==> src/rtl/core/dll_pkg.sv <==
// Shared types and constants for the doubly linked list engine.
package dll_pkg;

  typedef enum logic [3:0] {
    FUNC_INS_FIRST  = 4'd0,
    FUNC_INS_LAST   = 4'd1,
    FUNC_INS_AFTER  = 4'd2,
    FUNC_INS_BEFORE = 4'd3,
    FUNC_DEL_FIRST  = 4'd4,
    FUNC_DEL_LAST   = 4'd5,
    FUNC_DEL_VALUE  = 4'd6,
    FUNC_FWD        = 4'd7,
    FUNC_BACK       = 4'd8
  } func_e;

  localparam logic [1:0] STATUS_OK        = 2'd0;
  localparam logic [1:0] STATUS_EMPTY     = 2'd1;
  localparam logic [1:0] STATUS_NOT_FOUND = 2'd2;
  localparam logic [1:0] STATUS_FULL      = 2'd3;

  // Which array a datapath write goes to
  typedef enum logic [1:0] {
    WSEL_NONE = 2'd0,
    WSEL_WORD = 2'd1,
    WSEL_NEXT = 2'd2,
    WSEL_PREV = 2'd3
  } wsel_e;

endpackage

==> src/rtl/core/dll_ram.sv <==
// Generic single-write RAM with registered read.
module dll_ram #(
  parameter int Width = 8,
  parameter int Depth = 16
) (
  input  logic                     clk_i,
  input  logic                     we_i,
  input  logic [$clog2(Depth)-1:0] waddr_i,
  input  logic [Width-1:0]         wdata_i,
  input  logic [$clog2(Depth)-1:0] raddr_i,
  output logic [Width-1:0]         rdata_o
);

  logic [Width-1:0] mem_q [Depth];

  always_ff @(posedge clk_i) begin
    if (we_i) mem_q[waddr_i] <= wdata_i;
    rdata_o <= mem_q[raddr_i];
  end

endmodule

==> src/rtl/core/dll_ctrl.sv <==
// Sequencer for the doubly linked list engine: one memory access per cycle.
module dll_ctrl import dll_pkg::*; #(
  parameter int Capacity = 16,
  parameter int WordWidth = 32
) (
  input  logic                  clk_i,
  input  logic                  rst_ni,
  input  logic                  in_valid_i,
  output logic                  in_ready_o,
  input  logic [3:0]            func_i,
  input  logic [WordWidth-1:0]  key_w_i,
  input  logic [WordWidth-1:0]  val_w_i,
  output logic                  out_valid_o,
  input  logic                  out_ready_i,
  output logic [WordWidth-1:0]  out_word_o,
  output logic [1:0]            out_status_o,
  output logic                  out_last_o,
  // memory command and status
  output wsel_e                 wsel_o,
  output logic [$clog2(Capacity)-1:0] waddr_o,
  output logic [WordWidth-1:0]  wdata_o,
  output logic [$clog2(Capacity)-1:0] raddr_o,
  input  logic [WordWidth-1:0]  rword_i,
  input  logic [$clog2(Capacity):0] rnext_i,
  input  logic [$clog2(Capacity):0] rprev_i
);

  localparam int AW = $clog2(Capacity);
  localparam int PW = AW + 1;
  localparam logic [PW-1:0] NIL = PW'(Capacity);

  typedef enum logic [3:0] {
    S_IDLE, S_RD, S_CHK, S_NEW_WORD, S_NEW_NEXT, S_NEW_PREV, S_FIX_P, S_FIX_Q,
    S_UNLINK_P, S_UNLINK_Q, S_OUT
  } state_e;

  state_e          state_q;
  func_e           func_q;
  logic [WordWidth-1:0] key_q, val_q;
  logic [PW-1:0]   cur_q, head_q, tail_q, p_q, q_q, n_q;
  logic [PW-1:0]   steps_q;
  logic [Capacity-1:0] free_q;
  logic [WordWidth-1:0] oword_q;
  logic [1:0]      ostat_q;
  logic            olast_q, ovalid_q;
  // result of a single-result request, held until the output register is free
  logic [WordWidth-1:0] res_word_q;
  logic [1:0]      res_stat_q;

  // lowest free node
  logic [PW-1:0] alloc;
  always_comb begin
    alloc = NIL;
    for (int i = Capacity - 1; i >= 0; i--) begin
      if (free_q[i]) alloc = PW'(i);
    end
  end

  logic fwd_dir;
  assign fwd_dir = (func_q == FUNC_FWD);
  logic is_trav, is_search;
  assign is_trav = (func_q == FUNC_FWD) || (func_q == FUNC_BACK);
  assign is_search = (func_q == FUNC_INS_AFTER) || (func_q == FUNC_INS_BEFORE) ||
                     (func_q == FUNC_DEL_VALUE);

  // output register takes a new result
  logic out_load;
  assign out_load = ((state_q == S_OUT) || ((state_q == S_CHK) && is_trav)) &&
                    (!ovalid_q || out_ready_i);

  assign in_ready_o   = (state_q == S_IDLE);
  assign out_valid_o  = ovalid_q;
  assign out_word_o   = oword_q;
  assign out_status_o = ostat_q;
  assign out_last_o   = olast_q;
  assign raddr_o      = cur_q[AW-1:0];

  // memory write command
  always_comb begin
    wsel_o  = WSEL_NONE;
    waddr_o = n_q[AW-1:0];
    wdata_o = '0;
    unique case (state_q)
      S_NEW_WORD: begin wsel_o = WSEL_WORD; wdata_o = val_q; end
      S_NEW_NEXT: begin wsel_o = WSEL_NEXT; wdata_o = WordWidth'(q_q); end
      S_NEW_PREV: begin wsel_o = WSEL_PREV; wdata_o = WordWidth'(p_q); end
      S_FIX_P: if (p_q != NIL) begin
        wsel_o = WSEL_NEXT; waddr_o = p_q[AW-1:0]; wdata_o = WordWidth'(n_q);
      end
      S_FIX_Q: if (q_q != NIL) begin
        wsel_o = WSEL_PREV; waddr_o = q_q[AW-1:0]; wdata_o = WordWidth'(n_q);
      end
      S_UNLINK_P: if (p_q != NIL) begin
        wsel_o = WSEL_NEXT; waddr_o = p_q[AW-1:0]; wdata_o = WordWidth'(q_q);
      end
      S_UNLINK_Q: if (q_q != NIL) begin
        wsel_o = WSEL_PREV; waddr_o = q_q[AW-1:0]; wdata_o = WordWidth'(p_q);
      end
      default: ;
    endcase
  end

  logic [WordWidth-1:0] word_out;
  assign word_out = rword_i;

  // state, list registers and result register
  always_ff @(posedge clk_i or negedge rst_ni) begin
    if (!rst_ni) begin
      state_q  <= S_IDLE;
      func_q   <= FUNC_INS_FIRST;
      head_q   <= NIL;
      tail_q   <= NIL;
      free_q   <= '1;
      ovalid_q <= 1'b0;
      cur_q    <= NIL;
      steps_q  <= '0;
      p_q <= NIL; q_q <= NIL; n_q <= NIL;
      key_q <= '0; val_q <= '0; oword_q <= '0; ostat_q <= '0; olast_q <= 1'b0;
      res_word_q <= '0; res_stat_q <= '0;
    end else begin
      if (out_load) ovalid_q <= 1'b1;
      else if (out_ready_i) ovalid_q <= 1'b0;
      unique case (state_q)
        S_IDLE: if (in_valid_i) begin
          key_q <= key_w_i;
          val_q <= val_w_i;
          steps_q <= '0;
          res_word_q <= '0;
          res_stat_q <= STATUS_OK;
          if (func_i <= 4'd8) begin
            func_q <= func_e'(func_i);
            unique case (func_e'(func_i))
              FUNC_INS_FIRST, FUNC_INS_LAST: begin
                if (alloc == NIL) begin
                  res_stat_q <= STATUS_FULL; state_q <= S_OUT;
                end else begin
                  n_q <= alloc;
                  free_q[alloc[AW-1:0]] <= 1'b0;
                  if (func_i == FUNC_INS_FIRST) begin
                    p_q <= NIL; q_q <= head_q;
                  end else begin
                    p_q <= tail_q; q_q <= NIL;
                  end
                  state_q <= S_NEW_WORD;
                end
              end
              FUNC_DEL_FIRST, FUNC_DEL_LAST: begin
                if (head_q == NIL) begin
                  res_word_q <= '1; res_stat_q <= STATUS_EMPTY; state_q <= S_OUT;
                end else begin
                  cur_q <= (func_i == FUNC_DEL_FIRST) ? head_q : tail_q;
                  state_q <= S_RD;
                end
              end
              default: begin
                if (head_q == NIL) begin
                  res_stat_q <= STATUS_EMPTY; state_q <= S_OUT;
                end else begin
                  cur_q <= (func_i == FUNC_BACK) ? tail_q : head_q;
                  state_q <= S_RD;
                end
              end
            endcase
          end
        end
        // read issued at cur_q, data valid next cycle
        S_RD: state_q <= S_CHK;
        S_CHK: begin
          if (is_trav) begin
            if (out_load) begin
              logic [PW-1:0] nx;
              nx = fwd_dir ? rnext_i : rprev_i;
              oword_q  <= word_out;
              ostat_q  <= STATUS_OK;
              olast_q  <= (nx >= NIL) || (steps_q + 1'b1 >= NIL);
              steps_q  <= steps_q + 1'b1;
              if ((nx >= NIL) || (steps_q + 1'b1 >= NIL)) begin
                state_q <= S_IDLE;
              end else begin
                cur_q <= nx; state_q <= S_RD;
              end
            end
          end else if (is_search) begin
            logic hit;
            hit = (func_q == FUNC_DEL_VALUE) ? (rword_i == val_q) : (rword_i == key_q);
            if (hit) begin
              if (func_q == FUNC_DEL_VALUE) begin
                p_q <= rprev_i; q_q <= rnext_i;
                res_word_q <= word_out; n_q <= cur_q;
                free_q[cur_q[AW-1:0]] <= 1'b1;
                state_q <= S_UNLINK_P;
              end else if (alloc == NIL) begin
                res_stat_q <= STATUS_FULL; state_q <= S_OUT;
              end else begin
                n_q <= alloc;
                free_q[alloc[AW-1:0]] <= 1'b0;
                if (func_q == FUNC_INS_AFTER) begin
                  p_q <= cur_q; q_q <= rnext_i;
                end else begin
                  p_q <= rprev_i; q_q <= cur_q;
                end
                state_q <= S_NEW_WORD;
              end
            end else if ((rnext_i >= NIL) || (steps_q + 1'b1 >= NIL)) begin
              res_stat_q <= STATUS_NOT_FOUND; state_q <= S_OUT;
            end else begin
              steps_q <= steps_q + 1'b1;
              cur_q <= rnext_i; state_q <= S_RD;
            end
          end else begin
            // delete at an end
            p_q <= rprev_i; q_q <= rnext_i; n_q <= cur_q;
            res_word_q <= word_out;
            free_q[cur_q[AW-1:0]] <= 1'b1;
            state_q <= S_UNLINK_P;
          end
        end
        S_NEW_WORD: state_q <= S_NEW_NEXT;
        S_NEW_NEXT: state_q <= S_NEW_PREV;
        S_NEW_PREV: state_q <= S_FIX_P;
        S_FIX_P: begin
          if (p_q == NIL) head_q <= n_q;
          state_q <= S_FIX_Q;
        end
        S_FIX_Q: begin
          if (q_q == NIL) tail_q <= n_q;
          state_q <= S_OUT;
        end
        S_UNLINK_P: begin
          if (p_q == NIL) head_q <= q_q;
          state_q <= S_UNLINK_Q;
        end
        S_UNLINK_Q: begin
          if (q_q == NIL) tail_q <= p_q;
          state_q <= S_OUT;
        end
        S_OUT: if (out_load) begin
          oword_q  <= res_word_q;
          ostat_q  <= res_stat_q;
          olast_q  <= 1'b1;
          state_q  <= S_IDLE;
        end
        default: state_q <= S_IDLE;
      endcase
    end
  end

endmodule

==> src/rtl/core/dll_datapath.sv <==
// Node pool storage: word, next and prev memories.
module dll_datapath import dll_pkg::*; #(
  parameter int Capacity = 16,
  parameter int WordWidth = 32
) (
  input  logic                        clk_i,
  input  wsel_e                       wsel_i,
  input  logic [$clog2(Capacity)-1:0] waddr_i,
  input  logic [WordWidth-1:0]        wdata_i,
  input  logic [$clog2(Capacity)-1:0] raddr_i,
  output logic [WordWidth-1:0]        rword_o,
  output logic [$clog2(Capacity):0]   rnext_o,
  output logic [$clog2(Capacity):0]   rprev_o
);

  localparam int PW = $clog2(Capacity) + 1;
  logic [PW-1:0] link_wdata;
  assign link_wdata = wdata_i[PW-1:0];

  dll_ram #(.Width(WordWidth), .Depth(Capacity)) u_word (
    .clk_i, .we_i(wsel_i == WSEL_WORD), .waddr_i, .wdata_i,
    .raddr_i, .rdata_o(rword_o)
  );
  dll_ram #(.Width(PW), .Depth(Capacity)) u_next (
    .clk_i, .we_i(wsel_i == WSEL_NEXT), .waddr_i, .wdata_i(link_wdata),
    .raddr_i, .rdata_o(rnext_o)
  );
  dll_ram #(.Width(PW), .Depth(Capacity)) u_prev (
    .clk_i, .we_i(wsel_i == WSEL_PREV), .waddr_i, .wdata_i(link_wdata),
    .raddr_i, .rdata_o(rprev_o)
  );

endmodule

==> src/rtl/core/doubly_linked_list_engine.sv <==
// Top level of the doubly linked list engine.
// Bounded doubly linked list of signed words in a pool of CAPACITY nodes. One
// request is handled at a time. Searches and traversals walk the list node by
// node (registered read of the node memories, then compare), visiting at most
// CAPACITY nodes. A result held off by the receiver stalls the engine only at
// its next result. Traversals give one result per node, last marking the
// final one. No clearing pass is needed after reset.
module doubly_linked_list_engine import dll_pkg::*; #(
  parameter int CAPACITY = 16,
  parameter int WORD_WIDTH = 32
) (
  input  logic               clk_i,
  input  logic               rst_ni,
  input  logic               in_valid_i,
  output logic               in_ready_o,
  input  logic [3:0]         func_i,
  input  logic signed [31:0] key_i,
  input  logic signed [31:0] value_i,
  output logic               out_valid_o,
  input  logic               out_ready_i,
  output logic signed [31:0] word_o,
  output logic [1:0]         status_o,
  output logic               last_o
);

  localparam int AW = $clog2(CAPACITY);

  logic [WORD_WIDTH-1:0] key_w, val_w, oword;
  wsel_e wsel;
  logic [AW-1:0] waddr, raddr;
  logic [WORD_WIDTH-1:0] wdata, rword;
  logic [AW:0] rnext, rprev;

  // word width conversion in and out
  assign key_w  = WORD_WIDTH'(64'(key_i));
  assign val_w  = WORD_WIDTH'(64'(value_i));
  assign word_o = 32'(64'(signed'(oword)));

  dll_ctrl #(.Capacity(CAPACITY), .WordWidth(WORD_WIDTH)) u_ctrl (
    .clk_i, .rst_ni, .in_valid_i, .in_ready_o, .func_i,
    .key_w_i(key_w), .val_w_i(val_w),
    .out_valid_o, .out_ready_i, .out_word_o(oword), .out_status_o(status_o),
    .out_last_o(last_o),
    .wsel_o(wsel), .waddr_o(waddr), .wdata_o(wdata), .raddr_o(raddr),
    .rword_i(rword), .rnext_i(rnext), .rprev_i(rprev)
  );

  dll_datapath #(.Capacity(CAPACITY), .WordWidth(WORD_WIDTH)) u_dp (
    .clk_i, .wsel_i(wsel), .waddr_i(waddr), .wdata_i(wdata), .raddr_i(raddr),
    .rword_o(rword), .rnext_o(rnext), .rprev_o(rprev)
  );

endmodule

==> config.mk <==
export PLATFORM = sky130hd
export DESIGN_NAME = doubly_linked_list_engine
export DESIGN_NICKNAME = d
export VERILOG_FILES = /design/src/rtl/core/dll_pkg.sv /design/src/rtl/core/dll_ram.sv /design/src/rtl/core/dll_ctrl.sv /design/src/rtl/core/dll_datapath.sv /design/src/rtl/core/doubly_linked_list_engine.sv
export SDC_FILE = /design/constraint.sdc
export NUM_CORES = 1
export LEC_CHECK = 0
export ABC_AREA = 0
export BUFFER_PORTS_ARGS = -buffer_cell sky130_fd_sc_hd__clkbuf_2
export CORE_MARGIN = 5
export CORE_UTILIZATION = 35
export DETAILED_ROUTE_END_ITERATION = 8
export SLEW_MARGIN = 0
export SYNTH_ARGS = -nofsm -noshare
export SYNTH_HDL_FRONTEND = slang
export SYNTH_SLANG_ARGS = --single-unit
==> constraint.sdc <==
create_clock -name clk_i -period 14 [get_ports clk_i]
set_input_delay 0 -clock clk_i [delete_from_list [all_inputs] [get_ports clk_i]]
set_output_delay 0 -clock clk_i [all_outputs]
set_load 0.02 [all_outputs]
* Yosys cells after proc, flatten, opt, wreduce, memory -nomap -nowiden
Memories as Yosys holds them, arrays and structs flattened. A register that Yosys moved wholly into a read port is not among the register bits.
Cells that the tools add are included.
W data, S select, Z words.
** Operators by class
- Add/subtract/negate cells :: 1
- $lt $le $gt $ge :: 8
- Equal/unequal tests :: 56
- Mux-type cells :: 157
- Bitwise gates (word level) :: 3
- Reduce and logical (&&, ||, !) cells :: 35
** Operators by type and width (count)
- $mux W5 :: 73
- $mux W32 :: 11
- $pmux W32 S7 :: 1
- $mux W16 :: 8
- $pmux W32 S2 :: 2
- $pmux W5 S2 :: 8
- $eq A32 B32 Y1 :: 2
- $mux W4 :: 14
- $pmux W4 S10 :: 1
- $eq A4 B3 Y1 const B :: 8
- $pmux W16 S2 :: 1
- $mux W2 :: 15
- $ne A3 B3 Y1 const B :: 7
- $eq A4 B4 Y1 const B :: 5
- $eq A5 B5 Y1 const B :: 4
- $ne A2 B1 Y1 const B :: 10
- $and A16 B16 Y16 :: 1
- $eq A4 B2 Y1 const B :: 4
- $mux W1 :: 16
- $not A16 Y16 :: 1
- $or A16 B16 Y16 :: 1
- $ge A5 B5 Y1 const B :: 3
- $reduce_and A6 Y1 :: 2
- $lt A4 B5 Y1 const B :: 2
- 29 further kinds :: 60
** Word-level totals
- Register bits after elaboration :: 193
- Memory bits (writable) :: 672
- Input bits :: 72
- Output and inout port bits :: 37
- Word-level logic and storage cells :: 281
- Memories kept :: 3
** Memory list
- u_dp.u_word.mem_q :: depth 16, width 32, rd ports 1, clocked after Yosys merged registers in 1, write ports 1, line dll_ram.sv:14 : logic [Width-1:0] mem_q [Depth];
- u_dp.u_next.mem_q :: depth 16, width 5, rd ports 1, clocked after Yosys merged registers in 1, write ports 1, line dll_ram.sv:14
- u_dp.u_prev.mem_q :: depth 16, width 5, rd ports 1, clocked after Yosys merged registers in 1, write ports 1, line dll_ram.sv:14

* Logic depth before layout (Yosys ltp)
- Depth in word-level cells :: 28
- Mapped depth :: 14
- Gate-level depth less buffers :: 9

* By module
A second synthesis with hierarchy kept.
** Second synthesis, totals
- Cell total of the unflattened synthesis :: 2350
- Area, all modules :: 36985.5 um^2
** Modules (own cells, without submodules)
- dll_ram (u_dp.u_word) :: times used 1, cells an instance 838, area each 19835.3 um^2, seq. area each 16015.4 um^2
- dll_ctrl :: times used 1, cells an instance 1199, area each 10701.5 um^2, seq. area each 4857.2 um^2
- dll_ram (u_dp.u_next ...) :: times used 2, cells an instance 155, area each 3213.1 um^2, seq. area each 2502.4 um^2
- dll_datapath :: times used 1, cells an instance 3, area each 22.5 um^2, seq. area each 0.0 um^2

* Least setup slack after synthesis
OpenSTA, ideal clock, no wires.
- Path kind :: flip-flop to flip-flop
- Start point :: register u_ctrl.state_q[2]
- End point :: memory u_dp.u_word.mem_q[12][0] (netlist name), enable pin
- Arrival :: 4.351 ns
- Setup slack :: 9.188 ns
- Cell stages (with the launch flop) :: 11
- Path buffers :: 2
- Clock period less this slack :: 4.812 ns
- Cells stage by stage :: dfrtp_1 -> clkbuf_1 -> nor2b_1 -> nand2_1 -> o21ai_0 -> nand3_1 -> nand3b_1 -> a21oi_1 -> or2_2 -> clkbuf_1 -> nor3_1
** On the way
- Cells in the longest elaborated chain, start to end :: 6
- Elaborated cells between the ends (all ways) :: 14
** Ends and longest elaborated chain
- start, declared :: line dll_ctrl.sv:37 : state_e state_q;
- start signal, assigned :: line dll_ctrl.sv:109 : state_q <= S_IDLE;
- start signal, assigned :: line dll_ctrl.sv:135 : res_stat_q <= STATUS_FULL; state_q <= S_OUT;
- start signal, assigned :: line dll_ctrl.sv:144 : state_q <= S_NEW_WORD;
- $eq A4 B3 Y1 / $eq A4 B4 Y1 (equally long branches) :: line dll_ctrl.sv:83 : unique case (state_q)
- $reduce_or A2 Y1 (no line)
- $pmux W2 S5 :: line dll_ctrl.sv:83
- $eq A2 B1 Y1 :: line dll_datapath.sv:21 : .clk_i, .we_i(wsel_i == WSEL_WORD), .waddr_i, .wdata_i,
- $mux W1 :: line dll_ram.sv:17 : if (we_i) mem_q[waddr_i] <= wdata_i;
- $mux W1 (implied by the code) :: line dll_ram.sv:17
- end, declared :: line dll_ram.sv:14
Several ways; a longest one is shown, not always the timed one.

* Worst setup path in the final report
- Start point :: register u_ctrl.func_q[2]
- End point :: register u_ctrl.p_q[2]
** On the way
- Cells in the longest elaborated chain, start to end :: 8
- Elaborated cells between the ends (all ways) :: 20
** Ends and longest elaborated chain
- start, declared :: line dll_ctrl.sv:38 : func_e func_q;
- start signal, assigned :: line dll_ctrl.sv:131 : func_q <= func_e'(func_i);
- $eq A4 B2 Y1 :: line dll_ctrl.sv:63, dll_ctrl.sv:197
- $mux W5 :: line dll_ctrl.sv:197 : if (func_q == FUNC_INS_AFTER) begin
- $mux W5 :: line dll_ctrl.sv:192 : end else if (alloc == NIL) begin
- $mux W5 :: line dll_ctrl.sv:187 : if (func_q == FUNC_DEL_VALUE) begin
- $mux W5 :: line dll_ctrl.sv:186 : if (hit) begin
- $mux W5 :: line dll_ctrl.sv:183 : end else if (is_search) begin
- $mux W5 :: line dll_ctrl.sv:169 : if (is_trav) begin
- $pmux W5 S2 :: line dll_ctrl.sv:123 : unique case (state_q)
- end signal, assigned :: line dll_ctrl.sv:188 : p_q <= rprev_i; q_q <= rnext_i;
- end signal, assigned :: line dll_ctrl.sv:198 : p_q <= cur_q; q_q <= rnext_i;
- end signal, assigned :: line dll_ctrl.sv:200 : p_q <= rprev_i; q_q <= cur_q;
- end, declared :: line dll_ctrl.sv:40 : logic [PW-1:0] cur_q, head_q, tail_q, p_q, q_q, n_q;
Several ways; a longest one is shown, not always the timed one. The select of a mux whose other input is x is not followed.
A chain may end at the register's enable or synchronous reset.

==> summary.md <==
| Metric | Value |
|---|---|
| Fmax | `0.237 GHz` |
| R2R cell count | `10` |
| Final slew viol count | `0` |
| Number of buffers added for setup after CTS | `0` |
| Clock Latency Late Sink | `0.68 ns` |
| Switching share of power | `32.7%` |
| Outcome | `finished clean` |
| Worst reg2reg endpoint | `u_ctrl.p_q[2]` |
| Critical Path Source | `u_ctrl.func_q[2]` |
| Mapped Area | `36900 um^2` |
| Pre-antenna DRT Iters | `5` |
| Worst r2r src | `u_ctrl.func_q[2]` |
| DRC Markers | `0` |
| Post-synth cell types | `71` |
| Seq cells post-synth | `907` |
| Most common cell after layout, fill and taps aside | `edfxtp_1` |
| Critical Path End | `u_ctrl.p_q[2]` |
| Startpoint class of the critical path | `flop` |
| DRT iter0 DRCs | `1986` |
| Commonest non-fill, non-tap cells in the layout | `edfxtp_1, nand2_1, mux4_2, dfrtp_1, clkbuf_2` |
| Max Cap Violations | `0` |
| Syn avg cell area | `16.5 um^2` |
| Layout Cells excl Fill | `3904` |
| Io pins | `109` |
| Post-synthesis sequential area ratio | `70.2%` |
| Die area | `112000 um^2` |
| Comb power frac | `26.5%` |
| Total Routed Length | `93500 um` |
| Vias per inst | `5.30` |
| Remaining global-route overflow | `0` |
| Layout cells sized above 1 | `23.1%` |
| R2R Setup Slk | `9.78 ns` |
| Final Cycle Share | `30.1%` |
| Clk slew on worst S/H paths | `0.06 ns` |
| Primary FF master, synth | `edfxtp_1` |
| Unrepaired setup endpoints after global routing | `false` |
| NumNets Final | `2505` |
| Peak fanout along the critical path | `19` |
| DP HPWL | `55600 um` |
| Row count | `119` |
| Via Count | `20694` |
| Initial Util | `35.1%` |
| Pleak | `15.1 nW` |
| Seq pwr share | `44.5%` |
| Post-DR wirelength/cell | `24.0 um` |
| Routed Antenna Nets | `0` |
| Hold WC Path Type | `primary input to flop` |
| Final-report hold violation count | `0` |
| First-pass GRT wire length | `141000 um` |
| VDD IR-drop max | `0.181 mV` |
| Largest net degree at the start of global routing | `138` |
| Sum Neg Setup Slack | `0 ns` |
| Psw | `0.00279 W` |
| Power Dens Cells | `198 nW/um^2` |
| Critical path arrival | `4.73 ns` |
| FF+latch area | `25900 um^2` |
| Placed insts | `3652` |
| Clk pwr share | `29.0%` |
| Syn_nets | `2310` |
| Clock Path Buffers | `3` |
| RePlAce Congestion | `0.836` |
| Post-synth EDFFs | `672` |
| Die Ht | `335 um` |
| H-tree Lvls | `3` |
| Synth warn | `0` |
| # fillers | `9334` |
| Max_slew headroom | `19.9%` |
| Root Buffer | `clkbuf_16` |
| Critical Path RT | `14.52 ns` |
| P&R area growth vs syn | `16.6%` |
| Die extent in x | `335 um` |
| CP Capture Type | `flop` |
| Sink Count | `907` |
| Critical path class | `flop to flop` |
| # setup viols final | `0` |
| Clock skew | `0.0529 ns` |
| CTS buffer count | `94` |
| Hold path depth | `4` |
| Worst slew pin tran | `1.19 ns` |
| Syn Inst Count | `2237` |
| CTS tree | `done` |
| Core Footprint | `105000 um^2` |
| Multi-input gate area | `10400 um^2` |
| Total GRT Usage | `16.6%` |
| Number of port buffers | `108` |
| Minimum clock period | `4.22 ns` |
| Int Pwr | `0.00573 W` |
| Fraction of registers with async set/reset | `21.3%` |
| Vias in the first global route | `21531` |
| Initial antenna violation count | `3` |
cells by family after synthesis:
logic type / synth area share, %
AOI/OAI and AO/OA: 4.23
xor gates and xnor gates: 0.808
adders and majority gates: 0.0339
buffers and inverters: 1.93
DFF: 70.2
muxes: 16.2
and+or+nand+nor: 6.61
power groups by stage:
stage	Clock (W)	Sequential [W]	Combinational, W
after global placement	0	0.00382	0.00223
after global routing	0.00265	0.00383	0.00246
final	0.00247	0.00379	0.00226
after detailed placement	0	0.00384	0.00226
after CTS	0.00252	0.00379	0.00229
after floorplan	0	0.00362	0.00163
repair_timing:
item | 4_1_cts | 5_1_grt
hold buffers | 75 | 0
endpoints found under the hold margin | 145 | 0
gates resized for setup | 0 | 0
setup endpoints to repair | 0 | 0
routing by layer:
metal,part of all wire [%],vias up,track usage [%]
met3,6.1,141,2.89
met4,2.4,0,4.71
li1,-,8989,-
met2,48,759,27.0
met1,43,10805,23.1
met5,0,-,0
registers in the layout, summed over array words and instances, names as in the netlist, 16 cells and up:
register / count
u_dp.u_word.mem_q: 512
u_dp.u_prev.mem_q: 80
u_ctrl.out_word_o: 32
u_ctrl.free_q: 16
u_ctrl.res_word_q: 32
u_dp.u_word.rdata_o: 32
u_ctrl.key_q: 32
u_dp.u_next.mem_q: 80
u_ctrl.val_q: 32
worst min-delay path by stage:
stage | from | end | slack (ns)
after floorplan | rst_ni | u_ctrl.cur_q[0] | -0.30
after global placement | rst_ni | u_ctrl.cur_q[2] | 0.05
after detailed placement | rst_ni | u_ctrl.cur_q[0] | 0.05
after CTS | value_i[8] | u_ctrl.val_q[8] | 0.03
after global routing | value_i[8] | u_ctrl.val_q[8] | 0.07
final | value_i[8] | u_ctrl.val_q[8] | 0.08
cell type report:
class                           instances  share of cell area [%]
Timing Repair Buffer                  219                    3.75
Clock inverter                         41                    1.04
Clock buffer                          134                    6.14
Antenna cell                            2                  0.0116
Sequential cell                       907                    60.3
Tap cell                             1391                    4.05
Multi-Input combinational cell       1151                    24.2
Inverter                               59                   0.515
through the flow:
stage | worst slack [ns] | instance area (um^2) | hold WS [ns] | total power, W | utilization (%)
CTS | 9.84 | 43000 | 0.0322 | 0.00860 | 40.9
global route | 9.60 | 43000 | 0.0697 | 0.00894 | 40.9
floorplan | 9.19 | 36900 | -0.296 | 0.00524 | -
detailed placement | 9.87 | 39100 | 0.0549 | 0.00610 | 37.3
global placement | 9.97 | 39100 | 0.0488 | 0.00605 | 37.3
finish | 9.78 | 43000 | 0.0811 | 0.00852 | 40.9
worst max-delay path: stages, from the launching register on:
cell and delay [ns]:
dfrtp_1 0.53, and4bb_1 0.78, mux2i_1 0.32, xnor2_1 0.11, a2111oi_2 0.35, nand4_1 0.20, nor4_4 0.68, o21a_2 0.44
o31ai_2 0.11, buf_4 0.24, mux2_4 0.32
synthesized netlist by cell type (all sizes together) (23+ instances only):
| cell type | count | area [um^2] |
|---|---|---|
| buf | 24 | 131 |
| dfrtp | 171 | 4280 |
| nand2b | 24 | 150 |
| mux2 | 23 | 285 |
| dfxtp | 42 | 841 |
| and2 | 28 | 175 |
| inv | 59 | 221 |
| nand2 | 279 | 1050 |
| a21oi | 72 | 360 |
| mux2i | 95 | 951 |
| nor2 | 106 | 398 |
| mux4 | 210 | 4730 |
| edfxtp | 672 | 20200 |
| o21ai | 81 | 409 |
| clkbuf | 96 | 360 |
| nor3 | 31 | 155 |
(Power assumes the default switching activity.)
